===== src/c2rb_pkg.sv =====
// Shared types and constants for the replicate-border 2D convolution unit.
package c2rb_pkg;

  localparam int unsigned MAX_ROWS   = 4096;
  localparam int unsigned ROW_W      = 12;
  localparam int unsigned RESULT_CAP = 4;
  localparam int unsigned CNT_W      = 3;
  localparam int unsigned CFG_DATA_W = 13;
  localparam int unsigned CFG_IDX_W  = 2;
  localparam int unsigned PIX_W      = 16;
  localparam int unsigned COEF_W     = 16;
  localparam int unsigned PROD_W     = 32;
  localparam int unsigned RES_W      = 40;

  typedef enum logic [1:0] {
    OP_LOAD  = 2'd0,
    OP_PIXEL = 2'd1,
    OP_FLUSH = 2'd2
  } op_e;

  typedef enum logic [1:0] {
    REG_WIDTH   = 2'd0,
    REG_HEIGHT  = 2'd1,
    REG_KWIDTH  = 2'd2,
    REG_KHEIGHT = 2'd3
  } reg_e;

  typedef enum logic [1:0] {
    ST_IDLE,
    ST_CHECK,
    ST_TAP,
    ST_DRAIN
  } state_e;

  typedef struct packed {
    logic               [1:0] operation;
    logic               [5:0] coef_index;
    logic signed [COEF_W-1:0] coef_value;
    logic signed  [PIX_W-1:0] pixel;
  } in_word_t;

  typedef struct packed {
    logic signed [RES_W-1:0] result;
    logic              [9:0] out_x;
    logic             [11:0] out_y;
    logic                    frame_end;
    logic                    last;
  } out_word_t;

  typedef struct packed {
    logic accept;
    logic start;
    logic tap;
    logic finish;
    logic push;
    logic push_last;
  } cmd_t;

  typedef struct packed {
    logic in_done;
    logic more;
    logic last_tap;
    logic busy;
    logic pend;
    logic out_free;
  } sts_t;

endpackage


===== src/c2rb_ctrl.sv =====
// Controller state machine that sequences item decode, kernel taps and result hand-off.
module c2rb_ctrl (
  input  logic              clk_i,
  input  logic              rst_ni,
  input  logic              in_accept_i,
  input  logic        [1:0] in_op_i,
  input  c2rb_pkg::sts_t    sts_i,
  output c2rb_pkg::cmd_t    cmd_o,
  output logic              in_stall_o
);

  c2rb_pkg::state_e state_q, state_d;

  always_ff @(posedge clk_i or negedge rst_ni) begin
    if (!rst_ni) begin
      state_q <= c2rb_pkg::ST_IDLE;
    end else begin
      state_q <= state_d;
    end
  end

  always_comb begin
    state_d = state_q;
    case (state_q)
      c2rb_pkg::ST_IDLE: begin
        if (in_accept_i) begin
          if ((in_op_i == c2rb_pkg::OP_PIXEL && !sts_i.in_done) ||
              in_op_i == c2rb_pkg::OP_FLUSH) begin
            state_d = c2rb_pkg::ST_CHECK;
          end
        end
      end
      c2rb_pkg::ST_CHECK: begin
        if (!sts_i.pend || sts_i.out_free) begin
          state_d = sts_i.more ? c2rb_pkg::ST_TAP : c2rb_pkg::ST_IDLE;
        end
      end
      c2rb_pkg::ST_TAP: begin
        if (sts_i.last_tap) begin
          state_d = c2rb_pkg::ST_DRAIN;
        end
      end
      c2rb_pkg::ST_DRAIN: begin
        if (!sts_i.busy) begin
          state_d = c2rb_pkg::ST_CHECK;
        end
      end
      default: state_d = c2rb_pkg::ST_IDLE;
    endcase
  end

  always_comb begin
    cmd_o      = '0;
    in_stall_o = 1'b1;
    case (state_q)
      c2rb_pkg::ST_IDLE: begin
        in_stall_o   = 1'b0;
        cmd_o.accept = in_accept_i;
      end
      c2rb_pkg::ST_CHECK: begin
        if (sts_i.pend) begin
          if (sts_i.out_free) begin
            cmd_o.push      = 1'b1;
            cmd_o.push_last = !sts_i.more;
            cmd_o.start     = sts_i.more;
          end
        end else begin
          cmd_o.start = sts_i.more;
        end
      end
      c2rb_pkg::ST_TAP: begin
        cmd_o.tap = 1'b1;
      end
      c2rb_pkg::ST_DRAIN: begin
        cmd_o.finish = !sts_i.busy;
      end
      default: begin
        cmd_o = '0;
      end
    endcase
  end

endmodule


===== config.mk =====
export PLATFORM = sky130hd
export DESIGN_NAME = c2rb_ctrl
export DESIGN_NICKNAME = d
export VERILOG_FILES = /design/src/c2rb_pkg.sv /design/src/c2rb_ctrl.sv
export SDC_FILE = /design/constraint.sdc
export NUM_CORES = 1
export LEC_CHECK = 0
export BUFFER_PORTS_ARGS = -buffer_cell sky130_fd_sc_hd__buf_2
export CAP_MARGIN = 20
export CORE_AREA = 2 2 39 41
export CTS_BUF_LIST = sky130_fd_sc_hd__clkbuf_16
export CTS_CLUSTER_SIZE = 12
export DETAILED_ROUTE_END_ITERATION = 7
export DIE_AREA = 0 0 41 43
export PLACE_DENSITY = 0.52
export SYNTH_ARGS = -nofsm -noshare
export SYNTH_HDL_FRONTEND = slang
export SYNTH_SLANG_ARGS = --single-unit

===== constraint.sdc =====
create_clock -name clk_i -period 1.5 [get_ports clk_i]
set_clock_uncertainty 0.2 [all_clocks]
set_input_delay 0.225 -clock clk_i [delete_from_list [all_inputs] [get_ports clk_i]]
set_output_delay 0.225 -clock clk_i [all_outputs]
set_load 0.1 [all_outputs]

==> impl_metrics.tcl, run 1 <==
set metrics [dict create \
    async_flop_share_pct 100.0 \
    setup.worst_path.end_class "primary output" \
    synth_cell_types 18 \
    internal_power_mw 1.163 \
    top_regs "state_q: 2 flops" \
    synth-edff-count 0 \
    power_density_mw_per_mm2 2510 \
    routed_wl_um 763 \
    vias_per_cell 4.398 \
    die_y_um 43 \
    cp.required_ns 1.07 \
    slew_headroom_pct 86.30 \
    netlist_top_cells_count "inv_1, ha_1, a21oi_1, nand2_1" \
    ant_nets 0 \
    yosysTopAreaCell "dfrtp_1" \
    reg2reg_from "state_q[0]" \
    final-hold-violation-count 0 \
    worst_pin_slew_ns 0.2055 \
    worstPathCellList "inv_2 > ha_4 > and3_4 > nor2b_4 > buf_12" \
    numCtsBuffers 3 \
    synth_fp_nets 48 \
    drt_iter0_markers 3 \
    clk_latency_ns 0.22 \
    power_frac_seq_pct 5.5 \
    rsz0062_at_grt "yes" \
    synth.ff_latch_count 2 \
    wire_per_inst_um 9.193 \
    cp.arrival_ns 1.40 \
    netlist_area_um2 281.5 \
    power_leakage_nw 0.3588 \
    maxSlewViolCount 0 \
    fp-row-count 14 \
    finalCriticalPeriod_ns 1.820 \
    dpl_worst_slack_ns -0.2315 \
    yosysMostFrequentCell "inv_1" \
    first_global_vias 351 \
    final_cell_area_um2 795.8 \
    num-fill-cells 122 \
    timing.fmax_mhz 549.4 \
    fp.dieW_um 41 \
    swShare_pct 41.79 \
    drc 0 \
    cts.clk_slew.worst_paths_ns 0.03 \
    grt_pass1_wl_um 1276 \
    gr-usage-all-layers_pct 11.04 \
    setup_ws_ns -0.3200 \
    initial_utilization_pct 20.34 \
    startpoint_type "register" \
    synth_area_leaders "dfrtp_1, ha_1, nor4b_2" \
    antenna_found_initial 0 \
    p_sw_mw 0.8348 \
    vias 365 \
    cpMaxStageDelayCell "dfrtp_1" \
    synth_top_area_share_pct 17.78 \
    cts_sinks 2 \
    drtPass1Iterations 2 \
    cts_tree "built" \
    dieArea_mm2 0.001763 \
    core_mm2 0.001384 \
    grt_max_degree 5 \
    status "finished with violations" \
    wl_met1_um 293 \
    setup_viol 9 \
    gp_congestion 0.7759 \
    placed_cell_area_um2 646.9 \
    met3_length_um 39 \
    drive_gt1_share_pct 77.61 \
    numPortBuffers 17 \
    route.met2.wl_um 408 \
    ys.flop_type "dfrtp_1" \
    violations "setup timing" \
    num-nets-final 84 \
    max_stage_delay_ns 0.39 \
    max_cap_viol_count 0 \
    r2r-end "state_q[0]" \
    peakVddDrop_v 0.001241 \
    ioPinCount 18 \
    pwr-share-comb_pct 74.5 \
    power_mw 1.997 \
    syn2layout_area_growth_pct 182.7 \
    largest_register_ffs 2 \
    routed.top_layer "met4" \
    avgSynthCellArea_um2 8.531 \
    clockBufferDepth 2 \
    path_class "register to primary output" \
    antenna_cells 0 \
    r2r_slack_ns -0.26 \
    min_path_type "primary input to async pin" \
    fin_crit_sh_pct 121.3 \
    syn_inst 33 \
    yosysWarnings 0 \
    cts_root_buf "clkbuf_16" \
    largest_register "state_q" \
    yosysSeqAreaShare_pct 17.78 \
    rr_worst_depth 8 \
    crit_fanout 4 \
    clockPowerShare_pct 20.0 \
    overflow 0 \
    htreeDepth 1 \
]
[through the flow]
step	hold slack, ns	utilization [%]	cells	setup TNS (ns)
global route	0.1353	57.50	83	-2.795
detailed placement	-0.1880	46.75	74	-0.8751
global placement	-0.1886	46.75	74	-0.8128
floorplan	-0.2706	-	33	-2.083
CTS	0.1128	56.96	83	-2.431
finish	0.1179	57.50	83	-2.311
[repair_timing]
item / 4_1_cts / 5_1_grt
hold buffers: 1 / 0
gates resized for setup: 5 / 2
buffers inserted: 5 / 0
endpoints found under the setup margin: 9 / 9
pin swaps: 3 / 2
endpoints found under the hold margin: 2 / 0
[cells in the final DEF, fill, tap and decap left out, drive strengths merged]
cell	count
nand2	3
a21oi	3
or3b	1
nor2	1
nor2b	2
nand3	1
and3	2
or2b	1
a22oi	1
a21o	1
a311o	2
dlygate4sd3	1
and2	1
buf	30
ha	4
nand3b	1
clkbuf	3
nor4b	2
clkinvlp	1
dfrtp	2
inv	4
[cell type report]
cell class / instances / area (um^2) / area share, %
multi-input combinational: 26 / 299.0 / 37.58
timing repair buffer: 31 / 329.1 / 41.35
inverter: 5 / 22.52 / 2.830
clock buffer: 3 / 75.07 / 9.434
sequential: 2 / 50.05 / 6.289
tap: 16 / 20.02 / 2.516
[per-layer routing]
| metal | global-route usage, % | vias up |
|---|---|---|
| met2 | 15.63 | 11 |
| met4 | 10.00 | 0 |
| met1 | 12.54 | 166 |
| li1 | - | 185 |
| met5 | 0 | - |
| met3 | 3.141 | 3 |
[worst max-delay path: cells and delay by family (launching register included)]
kind          cells  cell delay [ns]
simple gates      2             0.32
fa+ha+maj         1             0.16
flops             1             0.39
buf+inv           2             0.30
[how the worst max path moves through the flow]
stage	start	slack, ns	cells past startpoint	endpoint
global placement	state_q[1]	-0.21	4	state_q[0]
detailed placement	state_q[1]	-0.23	4	state_q[0]
CTS	state_q[0]	-0.32	5	cmd_o[0]
finish	state_q[1]	-0.32	5	cmd_o[0]
floorplan	state_q[1]	-0.60	4	cmd_o[0]
global route	state_q[1]	-0.37	5	cmd_o[0]
[power by group through the flow]
stage | sequential, mW | combinational, mW | clock, mW
finish | 0.110 | 1.49 | 0.400
CTS | 0.107 | 1.49 | 0.408
floorplan | 0.117 | 0.822 | 0
global route | 0.114 | 1.57 | 0.414
detailed placement | 0.115 | 1.33 | 0
global placement | 0.114 | 1.31 | 0
[kinds of logic after synthesis]
kind of cell,Yosys count,share of synthesized area [%]
AOI/OAI and AO/OA,7,18.67
and+or+nand+nor,15,39.11
buffers and inverters,5,6.667
DFF,2,17.78
adders and majority gates,4,17.78
(Power assumes the default switching activity.)
==> run 2: changes to the inputs <==
CTS_CLUSTER_DIAMETER = 200   (was default)
MAX_ROUTING_LAYER = met4   (was default)
PLACE_DENSITY = 0.51   (was 0.52)
clock period = 1.95 ns   (was 1.5 ns; I/O delays follow)
==> run 2 against run 1 <==
Net effect:
- register-to-register slack better by 0.41 ns
- power down 35%
- final cell count fell by 8.4%
- clock power decreased by 22%
- highest routed layer unchanged
- first-iteration DRC count fell by 33%
- hold slack better by 0.064 ns
- count of clock-buffer cells in the layout unchanged
- the run now ends clean
- via count is 8.8% lower
- die area unchanged
- setup slack better by 0.34 ns
- routed wire length up 0.52%
==> impl_metrics.tcl, run 2 (synthesis results as in run 1) <==
set metrics [dict create \
    status "completed" \
    drtPass1Iterations 2 \
    die_y_um 43 \
    top_regs "state_q: 2 flops" \
    layout_common_cells "buf_2, buf_12, buf_4" \
    min_path_type "primary input to async pin" \
    largest_register "state_q" \
    drt_iter0_markers 2 \
    max_cap_viol_count 0 \
    finalSetupTns_ns 0 \
    clockBufferDepth 2 \
    route.met2.wl_um 386 \
    numCtsBuffers 3 \
    antenna_cells 0 \
    cts.clk_slew.worst_paths_ns 0.03 \
    first_global_vias 304 \
    vias 333 \
    grt_pass1_wl_um 1221 \
    overflow 0 \
    drive_gt1_share_pct 68.33 \
    max_stage_delay_ns 0.41 \
    drc 0 \
    wire_per_inst_um 10.09 \
    crit_start "state_q[1]" \
    cp_num_buf_inv 2 \
    path_class "register to primary output" \
    placed_cell_area_um2 509.2 \
    htreeDepth 1 \
    syn2layout_area_growth_pct 131.6 \
    num-fill-cells 131 \
    worstPathCellList "inv_2 > ha_4 > and3_4 > nor2b_4 > buf_12" \
    vias_per_cell 4.382 \
    numPortBuffers 17 \
    fin_crit_sh_pct 99.15 \
    cpMaxStageDelayCell "dfrtp_1" \
    timing.fmax_mhz 517.2 \
    rsz0062_at_grt "yes" \
    routed.top_layer "met4" \
    setup.worst_path.end_class "primary output" \
    final-hold-violation-count 0 \
    gr-usage-all-layers_pct 10.49 \
    fp.dieW_um 41 \
    slew_headroom_pct 67.99 \
    setup_viol 0 \
    antenna_found_initial 0 \
    grt_max_degree 6 \
    cts_root_buf "clkbuf_16" \
    wl_met1_um 299 \
    initial_utilization_pct 20.34 \
    crit_family "flip-flops" \
    met3_length_um 64 \
    ant_nets 0 \
    reg2reg_from "state_q[1]" \
    final_common_cell "buf_2" \
    power_density_mw_per_mm2 2006 \
    worst_pin_slew_ns 0.4835 \
    maxSlewViolCount 0 \
    power_leakage_nw 0.3061 \
    cp.arrival_ns 1.44 \
    crit_fanout 5 \
    cts_tree "built" \
    dieArea_mm2 0.001763 \
    peakVddDrop_v 0.0007588 \
    clk_latency_ns 0.22 \
    gp_congestion 0.7225 \
    finalCriticalPeriod_ns 1.933 \
    startpoint_type "register" \
    routed_wl_um 767 \
    num-nets-final 77 \
    ioPinCount 18 \
    fp-row-count 14 \
    core_mm2 0.001384 \
    largest_register_ffs 2 \
    final_cell_area_um2 651.9 \
    cp.required_ns 1.46 \
    cts_sinks 2 \
]
==> run 2: routing by layer <==
metal	track usage, %	up-vias
met1	11.25	145
met4	6.000	0
met5	-	-
li1	-	172
met2	15.94	14
met3	3.665	2
==> run 2: timing repair <==
action	4_1_cts	5_1_grt
hold endpoints to repair	2	0
endpoints found under the setup margin	1	2
hold buffers	1	0
pin swaps	0	0
resized for setup	5	2
setup buffers	1	4
==> run 2: path summary, 6_finish.rpt <==
| kind | slack [ns] | cells after the start | endpoint |
|---|---|---|---|
| worst max-delay path | 0.02 | 5 | cmd_o[0] |
| worst min-delay path | 0.18 | 2 | state_q[0] |
| worst max register to register | 0.15 | 6 | state_q[0] |
| worst min register to register | 0.43 | 1 | state_q[1] |
| max in group asynchronous | 1.26 | 2 | state_q[0] |
| min in group clk_i | 0.26 | 3 | state_q[0] |
==> run 2: report_power, final <==
| part | switching (mW) | internal, mW | leakage (nW) |
|---|---|---|---|
| sequential | 0.0299 | 0.0643 | 0.0244 |
| combinational | 0.506 | 0.395 | 0.245 |
| clock | 0.0508 | 0.261 | 0.0370 |
| total | 0.587 | 0.721 | 0.306 |
==> run 2: final cells by class <==
cell class,count,area (um^2),share of cell area [%]
sequential,2,51.30,7.869
inverter,5,18.77,2.879
timing repair buffer,24,230.2,35.32
multi-input combinational,26,256.5,39.35
tap,16,20.02,3.071
clock buffer,3,75.07,11.52
==> run 2: per-stage QoR <==
step | setup WS, ns | hold WS [ns] | total power [mW] | std cells | utilization (%)
2_1_floorplan | -0.4056 | -0.2031 | 0.6182 | 33 | -
3_3_place_gp | 0.1036 | -0.1196 | 0.8694 | 67 | 36.80
3_5_place_dp | 0.09589 | -0.1181 | 0.8738 | 67 | 36.80
4_1_cts | 0.006539 | 0.1847 | 1.242 | 72 | 44.85
5_1_grt | -0.03068 | 0.2076 | 1.371 | 76 | 47.11
6_report | 0.01661 | 0.1821 | 1.308 | 76 | 47.11
==> run 2: worst reg2reg max path, stage by stage (launching register included) <==
cell     delay (ns)
dfrtp_1        0.41
inv_2          0.11
ha_2           0.22
inv_1          0.09
nor2_1         0.22
nor4b_2        0.09
a311o_2        0.35
